File: config.mk
export PLATFORM = sky130hd
export DESIGN_NAME = ssp_cell
export DESIGN_NICKNAME = d
export VERILOG_FILES = /design/src/rtl/core/ssp_pkg.sv /design/src/rtl/core/ssp_cell.sv
export SDC_FILE = /design/constraint.sdc
export NUM_CORES = 1
export LEC_CHECK = 0
export ABC_AREA = 0
export BUFFER_PORTS_ARGS = -buffer_cell sky130_fd_sc_hd__clkbuf_2
export CORE_UTILIZATION = 50
export CTS_BUF_LIST = sky130_fd_sc_hd__clkbuf_16
export DETAILED_ROUTE_END_ITERATION = 10
export GPL_TIMING_DRIVEN = 0
export HOLD_SLACK_MARGIN = 0.08
export PLACE_DENSITY = 0.84
export SYNTH_ARGS = -nofsm -noshare
export SYNTH_HDL_FRONTEND = slang
export SYNTH_SLANG_ARGS = --single-unit
File: constraint.sdc
create_clock -name clk -period 7 [get_ports clk]
set_clock_uncertainty 0.05 [all_clocks]
set_input_delay 0.35 -clock clk [delete_from_list [all_inputs] [get_ports clk]]
set_output_delay 0.35 -clock clk [all_outputs]
set_load 0.1 [all_outputs]
File: src/rtl/core/ssp_pkg.sv
`timescale 1ns / 1ps
// ----------------------------------------------------------------------------
// ssp_pkg: shared types and constants for the sorted slice point table
// Operation codes, status codes, value width and the command that the
// control logic broadcasts to every cell of the chain.
// ----------------------------------------------------------------------------
package ssp_pkg;

    // Q16 slice position, 65536 means 1.0
    localparam int unsigned VAL_W   = 17;
    localparam int unsigned POS_W   = 16;
    localparam int unsigned IDX_W   = 8;
    localparam int unsigned RIDX_W  = 7;
    localparam int unsigned CNT_W   = 8;
    localparam logic [VAL_W-1:0] Q16_ONE = VAL_W'(65536);

    typedef enum logic [1:0] {
        OP_ADD    = 2'd0,
        OP_REMOVE = 2'd1,
        OP_SET    = 2'd2,
        OP_READ   = 2'd3
    } op_t;

    localparam logic [1:0] ST_OK    = 2'd0;
    localparam logic [1:0] ST_FULL  = 2'd1;
    localparam logic [1:0] ST_CLOSE = 2'd2;
    localparam logic [1:0] ST_BAD   = 2'd3;

    // Command broadcast to all cells in the commit cycle
    typedef struct packed {
        logic             apply;
        op_t              op;
        logic             move_up;
        logic [VAL_W-1:0] value;
    } cell_cmd_t;

endpackage

File: src/rtl/core/ssp_cell.sv
`timescale 1ns / 1ps
// ----------------------------------------------------------------------------
// ssp_cell: one slot of the sorted point chain
// Holds one point, compares it against the incoming request when an item is
// accepted, and in the commit cycle keeps its point, takes the new one, or
// takes the point of its left or right neighbor.
// ----------------------------------------------------------------------------
module ssp_cell #(
    parameter int INDEX = 0,
    parameter int CW    = 8
) (
    input  logic                       clk,
    input  logic                       eval,
    input  logic [ssp_pkg::VAL_W-1:0]  eval_value,
    input  logic [ssp_pkg::IDX_W-1:0]  eval_idx,
    input  logic [CW-1:0]              count,
    input  logic [ssp_pkg::VAL_W-1:0]  gap,
    input  ssp_pkg::cell_cmd_t         cmd,
    input  logic [ssp_pkg::VAL_W-1:0]  left_value,
    input  logic                       left_lt,
    input  logic [ssp_pkg::VAL_W-1:0]  right_value,
    input  logic                       right_lt,
    output logic [ssp_pkg::VAL_W-1:0]  value,
    output logic                       lt,
    output logic                       close,
    output logic                       boundary,
    output logic                       hit_lt,
    output logic [ssp_pkg::VAL_W-1:0]  read_value
);
    import ssp_pkg::*;

    localparam logic [31:0] MY_IDX = 32'(INDEX);
    localparam logic        FIRST  = (INDEX == 0);

    logic [VAL_W-1:0] value_reg;
    logic [VAL_W-1:0] value_next;
    logic             lt_reg;
    logic             close_reg;
    logic             hit_reg;
    logic             ge_reg;
    logic [VAL_W-1:0] rd_reg;

    logic             valid;
    logic             hit;
    logic [VAL_W-1:0] delta;

    // Compare the stored point against the request
    always_comb
    begin
        valid = MY_IDX < 32'(count);
        hit   = MY_IDX == 32'(eval_idx);
        delta = (value_reg > eval_value) ? (value_reg - eval_value)
                                         : (eval_value - value_reg);
    end

    // Capture per-cell flags when an item is accepted
    always_ff @(posedge clk)
    begin
        if (eval)
        begin
            lt_reg    <= valid && (value_reg < eval_value);
            close_reg <= valid && (delta < gap);
            hit_reg   <= hit;
            ge_reg    <= MY_IDX >= 32'(eval_idx);
            rd_reg    <= (valid && hit) ? value_reg : '0;
        end
    end

    // Pick the next point from self, request or neighbors
    always_comb
    begin
        value_next = value_reg;
        case (cmd.op)
            OP_ADD:
            begin
                if (!lt_reg)
                    value_next = (FIRST || left_lt) ? cmd.value : left_value;
            end
            OP_REMOVE:
            begin
                if (ge_reg)
                    value_next = right_value;
            end
            OP_SET:
            begin
                if (cmd.move_up)
                begin
                    if (ge_reg)
                    begin
                        if (right_lt)
                            value_next = right_value;
                        else if (lt_reg)
                            value_next = cmd.value;
                    end
                end
                else if (!lt_reg && (!ge_reg || hit_reg))
                begin
                    value_next = (FIRST || left_lt) ? cmd.value : left_value;
                end
            end
            default:
            begin
                value_next = value_reg;
            end
        endcase
    end

    // Hold or update the stored point
    always_ff @(posedge clk)
    begin
        if (cmd.apply)
            value_reg <= value_next;
    end

    assign value      = value_reg;
    assign lt         = lt_reg;
    assign close      = close_reg;
    assign boundary   = !lt_reg && (FIRST || left_lt);
    assign hit_lt     = hit_reg && lt_reg;
    assign read_value = rd_reg;

endmodule
After elaboration in Yosys (flattened, before gate mapping)
Cells that the tools add are included.

Flip-flop bits (word level): 38. Bits of input ports: 109. Output and inout port bits: 38.

Add/sub/neg operators: 2. Magnitude comparators: 5. Eq/ne operators: 7. Muxes and demuxes: 9. Reductions and logical operators: 12.

Operator list (number): $mux 17 (8); $pmux 17 s3 (1); $lt 17x17->1 (2); $sub 17x17->17 (2); $gt 17x17->1 (1); $ge 1x8->1 const A (1); $logic_not 8->1 (1); $lt 1x8->1 const A (1); $reduce_and 7->1 (1); $ne 3x3->1 const B (2); $logic_and 1x1->1 (5); $ne 2x2->1 const B (2); $ne 4x4->1 const B (1); $reduce_bool 3->1 (1); $eq 2x1->1 const B (1); $eq 2x2->1 const B (1); $logic_not 1->1 (2); $logic_not 2->1 (1); $logic_or 1x1->1 (1).

Logic depth before layout (Yosys ltp)
Gate-level depths: netlist of the first run.

Word-level depth: 6. Mapped depth: 17. Gate-level depth less buffers: 17.

Worst setup path after synthesis of the first run
Ideal clock, no wire load.

Path type: register -> register. Start point: register value_reg[1] (netlist: value[1]). End point: register close_reg (netlist: close), data pin. Data arrival time: 4.210 ns. Data required time: 6.804 ns. Path slack: 2.594 ns. Stages on the path, launching flop included: 17. Cells stage by stage: edfxtp_1 > inv_1 > ha_1 > nor2b_1 > o21bai_1 > a311o_1 > a31oi_4 > buf_6 > mux2_1 > ha_1 > a21boi_0 > o21a_1 > o21a_1 > o21a_1 > o2111ai_1 > nand4b_1 > a21oi_1.

Cells in the longest elaborated chain, start to end: 4. Elaborated cells on any way between the ends: 6. Classes of those cells: 2 x add/sub; 2 x order compare; 1 x mux; 1 x reduce/logical.

RTL lines: start: declaration (RTL line ssp_cell.sv:35) `logic [VAL_W-1:0] value_reg;`; start signal: assignment (RTL line ssp_cell.sv:112) `value_reg <= value_next;`; $sub 17x17->17 (tied with other cells) (RTL line ssp_cell.sv:53) `: (eval_value - value_reg);`; $mux 17 * (RTL line ssp_cell.sv:52) `delta = (value_reg > eval_value) ? (value_reg - eval_value)`; $lt 17x17->1 * (RTL line ssp_cell.sv:62) `close_reg <= valid && (delta < gap);`; $logic_and 1x1->1 * (RTL line ssp_cell.sv:62); end signal: assignment (RTL line ssp_cell.sv:62); end: declaration (RTL line ssp_cell.sv:38) `logic close_reg;`.

Mark *: on every way between the ends. The rest lies on a longest branch, timed or not. A chain may end at the register's enable or synchronous reset.

Worst setup path in the final report of the first run
Same ends and word-level chain as after synthesis.

==> results of run 1 <==
[cells in the mapped netlist, drive strengths merged, types with 2 or more instances]
master and instances:
o221ai 3, and3 18, nand2b 2, o21a 4, a2111oi 2, mux2i 7, o21ai 18, buf 9
nor4 2, o211ai 7, nand3 7, a21o 9, a221oi 2, xnor2 9, ha 53, nor2 10
edfxtp 37, o21bai 4, nand2 16, a31oi 3, clkbuf 9, a211oi 2, fa 2, a22o 17
xor2 6, nor2b 8, a21oi 40, nand4 8, inv 59, and4 2, or4 2
[routing by layer]
layer	track usage, %	part of all wire [%]	wire, um	up-vias
li1	-	-	-	1683
met1	29.9	41	3830	1575
met2	46.3	52	4770	137
met3	2.95	5.1	471	15
met4	9.39	2.0	185	0
met5	0	0	0	-
[cell usage in the layout (no fill, tap or decap), drive strengths merged, types with 3 or more instances in the layout]
cell and instances:
a21o 9, nand4 8, a21oi 40, o21ai 18, o211ai 7, and3 18, mux2i 7, o221ai 3
o21bai 4, nand3 7, nor2 10, clkbuf 142, edfxtp 37, xor2 6, nor2b 8, inv 62
buf 9, xnor2 9, ha 53, a31oi 3, o21a 4, a22o 17, nand2 16
[cells by family (layout without fill, tap and decap cells)]
| group | Yosys count | count (layout) |
|---|---|---|
| AO/OA/AOI/OAI | 116 | 116 |
| AND/OR/NAND/NOR | 82 | 82 |
| buffers and inverters | 77 | 213 |
| adder cells (fa/ha/maj) | 55 | 55 |
| flip-flops | 37 | 37 |
| XOR/XNOR | 15 | 15 |
| multiplexers | 8 | 8 |
[path summary, 6_finish.rpt]
check                        to            start  slack [ps]  depth (start not counted)
hold reg to reg   read_value[8]         value[8]         600                          1
hold / removal        value[12]  right_value[12]         310                          2
setup reg to reg          close         value[1]        2610                         16
setup / recovery          close         value[1]        2610                         16
[worst reg2reg max path, stage by stage (launching register included)]
cell       delay [ps]
edfxtp_1          470
inv_1             130
ha_1              360
nor2b_1           220
o21bai_1          130
a311o_1           450
a31oi_4           360
buf_6             210
mux2_1            350
ha_1              270
a21boi_0          130
o21a_1            180
o21a_1            160
o21a_1            160
o2111ai_1         190
nand4b_1          140
a21oi_1           250
[where the power goes]
group / internal [uW] / switching [uW] / leakage (uW) / total, uW
sequential: 262 / 11.7 / 0.000365 / 274
clock: 128 / 78.8 / 0.0000776 / 207
combinational: 147 / 276 / 0.00188 / 423
[through the flow]
step	util (%)	hold slack [ps]	instances	setup WS (ps)	total power, uW
after global placement	63.3	581	614	2650	687
after detailed placement	63.3	589	614	2600	700
after floorplan	-	412	390	2590	597
final	65.3	307	622	2610	904
after global routing	65.3	310	622	2350	957
after CTS	65.3	303	622	2580	907
[cell type report]
class / count / area (um^2) / share of cell area (%)
Buffer: 18 / 91.3 / 2.04
Clock inverter: 3 / 11.3 / 0.251
Timing Repair Buffer: 128 / 641 / 14.3
Sequential cell: 37 / 1110 / 24.8
Inverter: 59 / 221 / 4.94
Tap cell: 96 / 120 / 2.68
Multi-Input combinational cell: 276 / 2160 / 48.2
Clock buffer: 5 / 125 / 2.79
==> metrics, run 1 <==
Post-CTS Hold Buffers=0; antenna violations before repair=0; design area=0.00448 mm^2; WP data arrival=4430 ps; Die W=86.7 um; Area contributors post-synth=edfxtp_1, ha_1, inv_1, a21oi_1, a22o_1; PD cells=202 mW/mm^2; via count of the first global-routing pass=3236; Synth Instances=390; YS warnings=0; GPL Wtd Cong=0.897; cell taking the most area after synthesis=edfxtp_1; # setup viols final=0; Resize count post-CTS=0; GR Util All Layers=25.1%; Core ar.=0.00687 mm^2; startpoint types=register; kind of critical path=register to register; Post-DP Area=0.00435 mm^2; CP cell instances=inv_1 -> ha_1 -> nor2b_1 -> o21bai_1 -> a311o_1 -> a31oi_4 -> buf_6 -> mux2_1 -> ha_1 -> a21boi_0 -> o21a_1 -> o21a_1 -> o21a_1 -> o2111ai_1 -> nand4b_1 -> a21oi_1; RSZ-0062 raised after global routing=no; largest fanout on the critical path=10; Max Cap Violations=0; site row count=30; ys flop type=edfxtp_1; Cell variety after synth=50; CP max stage delay=470 ps; Layout fillers=586; VDD IR-drop max=0.185 mV; htree depth=2; largest net degree at the start of global routing=21; slew at the pin closest to its max-slew limit=723 ps; routed wire length=9250 um; TritonCTS Buffers=5; antenna cells=0; setup TNS=0 ps; nets=689; Worst Setup End Kind=register; post-synthesis simple-gate area fraction=12.8%; Final ANT Viol Nets=0; WP buf/inv=2; first-pass GRT wire length=14800 um; Hold Vio Cnt, Final=0; final cycle utilization of the critical path=62.7%; vias per cell=5.48; asr flop ratio synth=0%; status=completed; initial cell density of the core=52.2%; flops & latches, synth=37; DR WL/cell=14.9 um; die area=0.00751 mm^2; Synth Cell Area=0.00359 mm^2; Port Buffers=128; Lkg Pwr=0.00233 uW; DRC viols=0; num ports=147; Max-slew headroom=51.7%; Compound-Gate Fraction of Synth Area=21.9%; syn avg cell area=9.19 um^2; 1st-iter DRT viols=216; CTS Buffer Depth=2; post-CTS setup buffer count=0; worst hold path class=input pin to register; sequential share of the synthesized area=31.0%; synthesized-area fraction occupied by adder cells=19.6%; clock latency on the worst-skew pair=280 ps; area grow syn2layout=25.0%; Worst EP required=7040 ps; CTS Sinks=37; Vias=3410; Fmax=228 MHz; share of layout cells above drive strength 1=27.9%; Clk pin slew, worst setup/hold paths=50 ps; multiplexer share of the synthesized area=2.27%; EDFF count, synth=37; overall overflow remaining after global route=0; post-synthesis net count=554; area fraction of the dominant cell type after synthesis=31.0%; Worst path slowest cell=edfxtp_1; Final HPWL DP=7630 um; main combinational cell family by area after synthesis=compound AO/OA/AOI/OAI gates; Pre-Repair DR Iteration Count=4; Pins Over Slew Limit=0; CTS Root Cell=clkbuf_16; Top delay family on crit path=compound AO/OA/AOI/OAI gates; Synth Area in XOR/XNOR=3.66%; DIE HEIGHT=86.7 um; Final min period=4390 ps; Top cell by count, worst path=o21a_1; CTS tree=built
No activity file was read; power rests on OpenSTA's default activity.
==> run 2, diff against run 1 <==
--- a/config.mk
+++ b/config.mk
@@ -5,14 +5,14 @@
 export SDC_FILE = /design/constraint.sdc
 export NUM_CORES = 1
 export LEC_CHECK = 0
-export ABC_AREA = 0
+export ABC_AREA = 1
 export BUFFER_PORTS_ARGS = -buffer_cell sky130_fd_sc_hd__clkbuf_2
-export CORE_UTILIZATION = 50
+export CORE_UTILIZATION = 48
 export CTS_BUF_LIST = sky130_fd_sc_hd__clkbuf_16
 export DETAILED_ROUTE_END_ITERATION = 10
 export GPL_TIMING_DRIVEN = 0
 export HOLD_SLACK_MARGIN = 0.08
-export PLACE_DENSITY = 0.84
+export PLACE_DENSITY = 0.8
 export SYNTH_ARGS = -nofsm -noshare
 export SYNTH_HDL_FRONTEND = slang
 export SYNTH_SLANG_ARGS = --single-unit
==> constraint.sdc (replaced) <==
create_clock -name clk -period 3.65 [get_ports clk]
set_clock_uncertainty 0.05 [all_clocks]
set_input_delay 0.1825 -clock clk [delete_from_list [all_inputs] [get_ports clk]]
set_output_delay 0.1825 -clock clk [all_outputs]
set_load 0.1 [all_outputs]
==> run 2 against run 1 <==
Die area is 30% higher. Largest cell class unchanged. Non-clock buffer count is 3 lower. Setup slack worse by 2300 ps. Largest power group unchanged. The flow now finishes with violations (design-rule violations). Sequential power rose by 91%. Sequential share of layout area down 4.4 points. Via count is 32% higher. First-iteration DRC count down 10%. Count of clock-buffer cells in the layout stayed put. Maximum frequency up 31%.
==> metrics, run 2 <==
status=finished with violations; failing checks=design-rule violations; Hold Vio Cnt, Final=0; post-CTS setup buffer count=0; Die W=99.0 um; r2r setup slk=310 ps; Post-CTS Hold Buffers=0; DIE HEIGHT=99.0 um; htree depth=2; RSZ-0062 raised after global routing=no; most frequent cells in the layout=nand2_1, inv_1, clkbuf_2; Worst Setup End Kind=register; Fmax=299 MHz; Worst path slowest cell=fa_1; via count of the first global-routing pass=4167; design area=0.00546 mm^2; routed wire length=11100 um; CTS Buffer Depth=2; Top delay family on crit path=simple AND/OR/NAND/NOR gates; Final min period=3340 ps; CP max stage delay=470 ps; Port Buffers=128; syn avg cell area=6.57 um^2; nets=987; Clk pin slew, worst setup/hold paths=50 ps; Synth Instances=687; most common cell in the netlist=nand2_1; Final HPWL DP=9590 um; GPL Wtd Cong=0.923; EDFF count, synth=37; num ports=147; Resize count post-CTS=0; final cycle utilization of the critical path=91.5%; setup TNS=0 ps; Final ANT Viol Nets=0; cell taking the most area after synthesis=edfxtp_1; clock latency on the worst-skew pair=270 ps; largest net degree at the start of global routing=21; Lkg Pwr=0.00323 uW; Post-DP Area=0.00533 mm^2; Max Cap Violations=0; DR WL/cell=11.9 um; WP data arrival=3320 ps; Top cell by count, worst path=nand2_1; post-synthesis net count=851; ys flop type=edfxtp_1; area fraction of the dominant cell type after synthesis=24.6%; WP buf/inv=4; CTS tree=built; most common cell after layout, fill and taps aside=nand2_1; Vias=4504; PD cells=350 mW/mm^2; YS warnings=0; startpoint types=register; Max-slew headroom=57.2%; Cell variety after synth=37; Pins Over Slew Limit=0; die area=0.00980 mm^2; flops & latches, synth=37; synth cell count leaders=nand2_1, inv_1, ha_1; overall overflow remaining after global route=0; asr flop ratio synth=0%; kind of critical path=register to register; Core ar.=0.00920 mm^2; worst hold path class=input pin to register; Synth Cell Area=0.00452 mm^2; slew at the pin closest to its max-slew limit=643 ps; first-pass GRT wire length=18300 um; area grow syn2layout=20.9%; CTS Root Cell=clkbuf_16; antenna cells=0; vias per cell=4.82; share of layout cells above drive strength 1=22.7%; Pre-Repair DR Iteration Count=10; # setup viols final=0; DRC viols=2; GR Util All Layers=23.4%; CTS Sinks=37; Worst EP required=3630 ps; TritonCTS Buffers=5; largest fanout on the critical path=4; Tot Pwr=1910 uW; initial cell density of the core=49.1%; site row count=35; sequential share of the synthesized area=24.6%; 1st-iter DRT viols=194; VDD IR-drop max=0.230 mV; Area contributors post-synth=edfxtp_1, nand2_1, ha_1, inv_1, o21ai_0; antenna violations before repair=0; CP cell instances=inv_1 -> ha_1 -> inv_1 -> fa_1 -> nand2_1 -> nand3_1 -> nand3_1 -> nand2_1 -> nand2_1 -> nand3_1 -> nand2_1 -> inv_1 -> nand2_1 -> nand2_2 -> ha_1 -> nand2_1 -> inv_1 -> nand3_1 -> nor2_1 -> nand4_1 -> nand3_1 -> nor2_1
-- run 2: worst paths after layout --
kind	cells after the start	end	from
max	22	close	value[0]
min	3	value[11]	cmd[11]
max reg2reg	22	close	value[0]
min reg2reg	2	read_value[8]	value[8]
-- run 2: metal layers --
metal / vias up / share of wire [%] / global-route usage (%)
met5: - / 0 / 0
met1: 1943 / 45 / 28.9
met2: 161 / 47 / 41.8
met4: 0 / 1.9 / 7.81
met3: 15 / 6.5 / 3.05
li1: 2385 / - / -
-- run 2: report_power, final --
group          switching [uW]  internal (uW)
clock network             148            244
registers                20.0            503
logic                     680            314
total                     848           1060
-- run 2: cells by family after synthesis --
group | after synthesis | share of synthesized area (%)
AND/OR/NAND/NOR | 343 | 33.3
buffers and inverters | 164 | 14.7
AO/OA/AOI/OAI | 73 | 8.98
adder cells (fa/ha/maj) | 55 | 15.6
flip-flops | 37 | 24.6
XOR/XNOR | 15 | 2.91
-- run 2: worst register-to-register path: cells and delay by family (launching register included) --
family                   cells  cell delay (ps)
buffers and inverters        4              290
flip-flops                   1              440
adder cells (fa/ha/maj)      3              890
AND/OR/NAND/NOR             15             1410
-- run 2: metrics by stage --
stage	utilization (%)	instances	worst slack, ps	hold slack (ps)
final	59.4	934	309	174
after global routing	59.4	934	6.21	191
after CTS	59.4	934	292	160
after detailed placement	57.9	927	301	440
after global placement	57.7	926	313	447
after floorplan	-	687	82.1	245
-- run 2: final cells by class --
class	count	area, um^2
buffer	14	100
clock buffer	5	125
clock inverter	2	7.51
fill	909	3740
inverter	150	563
multi-input combinational	486	2760
sequential	37	1110
tap	111	139
timing repair buffer	129	652
==> run 3, diff against run 2 <==
==> config.mk (replaced) <==
export PLATFORM = sky130hd
export DESIGN_NAME = ssp_cell
export DESIGN_NICKNAME = d
export VERILOG_FILES = /design/src/rtl/core/ssp_pkg.sv /design/src/rtl/core/ssp_cell.sv
export SDC_FILE = /design/constraint.sdc
export NUM_CORES = 1
export LEC_CHECK = 0
export BUFFER_PORTS_ARGS = -buffer_cell sky130_fd_sc_hd__clkbuf_2
export CELL_PAD_IN_SITES_DETAIL_PLACEMENT = 1
export CELL_PAD_IN_SITES_GLOBAL_PLACEMENT = 2
export CORE_UTILIZATION = 25
export CTS_BUF_LIST = sky130_fd_sc_hd__clkbuf_16
export DETAILED_ROUTE_END_ITERATION = 10
export GPL_TIMING_DRIVEN = 0
export PLACE_DENSITY = 0.78
export SYNTH_ARGS = -nofsm -noshare
export SYNTH_HDL_FRONTEND = slang
export SYNTH_SLANG_ARGS = --single-unit
==> run 3 against run 2 <==
Critical path type unchanged. Count of clock-buffer cells in the layout unchanged. Sequential power about the same. Combinational power decreased by 2.7%. Hold slack got worse by 36 ps. Critical path depth decreased by 5. Via count decreased by 22%. Clock power increased by 4%. First-iteration DRC count decreased by 51%. The flow finishes with violations (negative setup slack). Maximum frequency decreased by 13%. Sequential share of layout area increased by 1.5 points.
==> metrics, run 3 (synthesis results as in run 1) <==
status=finished with violations; failing checks=negative setup slack; design area=0.00508 mm^2; Reg area=0.00111 mm^2; GR Util All Layers=15.4%; vias per cell=4.77; 1st-iter DRT viols=95; slew at the pin closest to its max-slew limit=737 ps; Layout fillers=1641; CP cell instances=inv_2 -> ha_4 -> buf_6 -> nand4_1 -> or2_4 -> o41ai_4 -> a31oi_4 -> buf_8 -> mux2_4 -> ha_1 -> a21boi_1 -> o21a_1 -> o21a_1 -> o21a_1 -> o2111ai_2 -> nand4b_1 -> a21oi_2; nets=723; TritonCTS Buffers=5; # setup viols final=1; largest net degree at the start of global routing=21; Tot Pwr=1900 uW; area grow syn2layout=41.7%; htree depth=2; Hold Vio Cnt, Final=0; antenna violations before repair=0; Fmax=259 MHz; Core ar.=0.0139 mm^2; Final min period=3860 ps; final cycle utilization of the critical path=106%; initial cell density of the core=25.7%; Place WS=-587 ps; Setup crit start=value[6]; setup slack after layout=-206 ps; antenna cells=0; DR WL/cell=15.3 um; routed wire length=11300 um; overall overflow remaining after global route=0; Max Cap Violations=0; CP max stage delay=420 ps; CTS Root Cell=clkbuf_16; Top delay family on crit path=compound AO/OA/AOI/OAI gates; kind of critical path=register to register; via count of the first global-routing pass=3648; Vias=3530; GPL Wtd Cong=0.841; DRC viols=0; first-pass GRT wire length=17800 um; die area=0.0148 mm^2; CTS tree=built; PD cells=373 mW/mm^2; worst r2r src=value[6]; RSZ-0062 raised after global routing=yes; worst hold path class=input pin to register; Post-DP Area=0.00453 mm^2; Clk pin slew, worst setup/hold paths=60 ps; Final ANT Viol Nets=0; WP data arrival=3910 ps; most common cell after layout, fill and taps aside=clkbuf_2; DIE HEIGHT=122 um; Worst path slowest cell=edfxtp_1; Die W=122 um; Final HPWL DP=9080 um; placed cell count=698; WP buf/inv=3; Pins Over Slew Limit=0; VDD IR-drop max=0.331 mV; startpoint types=register; clock latency on the worst-skew pair=280 ps; largest fanout on the critical path=7; Port Buffers=128; CTS Buffer Depth=2; Worst EP required=3710 ps; share of layout cells above drive strength 1=38.6%; hold path startpoint=right_value[15]; footprint of the multi-input gates=0.00234 mm^2; Final Non-Filler Cells=740; most frequent cells in the layout=clkbuf_2, inv_1, ha_1; Worst Setup End Kind=register; Pre-Repair DR Iteration Count=4; Max-slew headroom=50.8%; num ports=147; CTS Sinks=37; Lkg Pwr=0.00254 uW; Top cell by count, worst path=o21a_1; site row count=43
run 3: path summary, 6_finish.rpt:
kind,depth (start not counted),slack (ps),end
worst min register to register,1,600,read_value[7]
worst min-delay path,2,140,value[15]
worst max-delay path,17,-210,close
worst max register to register,17,-210,close
run 3: cell type report:
cell class / count / area share [%]
Buffer: 18 / 2.91
Clock buffer: 5 / 2.46
Clock inverter: 3 / 0.271
Inverter: 59 / 4.36
Multi-Input combinational cell: 276 / 46.0
Sequential cell: 37 / 21.9
Tap cell: 180 / 4.43
Timing Repair Buffer: 162 / 17.7
run 3: metal layers:
metal  vias to the layer above  wire, um  part of all wire (%)  GRT usage [%]
met5                         -         0                     0              0
met3                        10       624                   5.5           3.23
met1                      1676      4910                    43           19.0
met4                         0       149                   1.3           4.78
li1                       1750         -                     -              -
met2                        94      5650                    50           26.7
run 3: where the power goes:
group	leakage [uW]	internal (uW)	switching (uW)
Clock	0.0000748	248	159
Combinational	0.00210	375	591
Sequential	0.000365	503	19.4
run 3: repair_timing:
action,4_1_cts,5_1_grt
endpoints found under the setup margin,1,1
endpoints found under the hold margin,0,0
resized for setup,19,25
gates cloned,0,0
hold buffers,0,0
buffers inserted,21,13
pin swaps,7,15
run 3: stage by stage:
step           util [%]  setup TNS (ps)  hold slack (ps)
5_1_grt            36.5            -381              134
3_5_place_dp       32.5            -587              425
6_report           36.5            -206              137
2_1_floorplan         -            -476              245
3_3_place_gp       32.5            -599              421
4_1_cts            35.2            -180              128
run 3: worst reg2reg max path, stage by stage (launching register included):
cell	delay, ps
edfxtp_1	420
inv_2	70
ha_4	260
buf_6	110
nand4_1	150
or2_4	310
o41ai_4	390
a31oi_4	80
buf_8	150
mux2_4	290
ha_1	260
a21boi_1	130
o21a_1	170
o21a_1	160
o21a_1	170
o2111ai_2	170
nand4b_1	130
a21oi_2	220
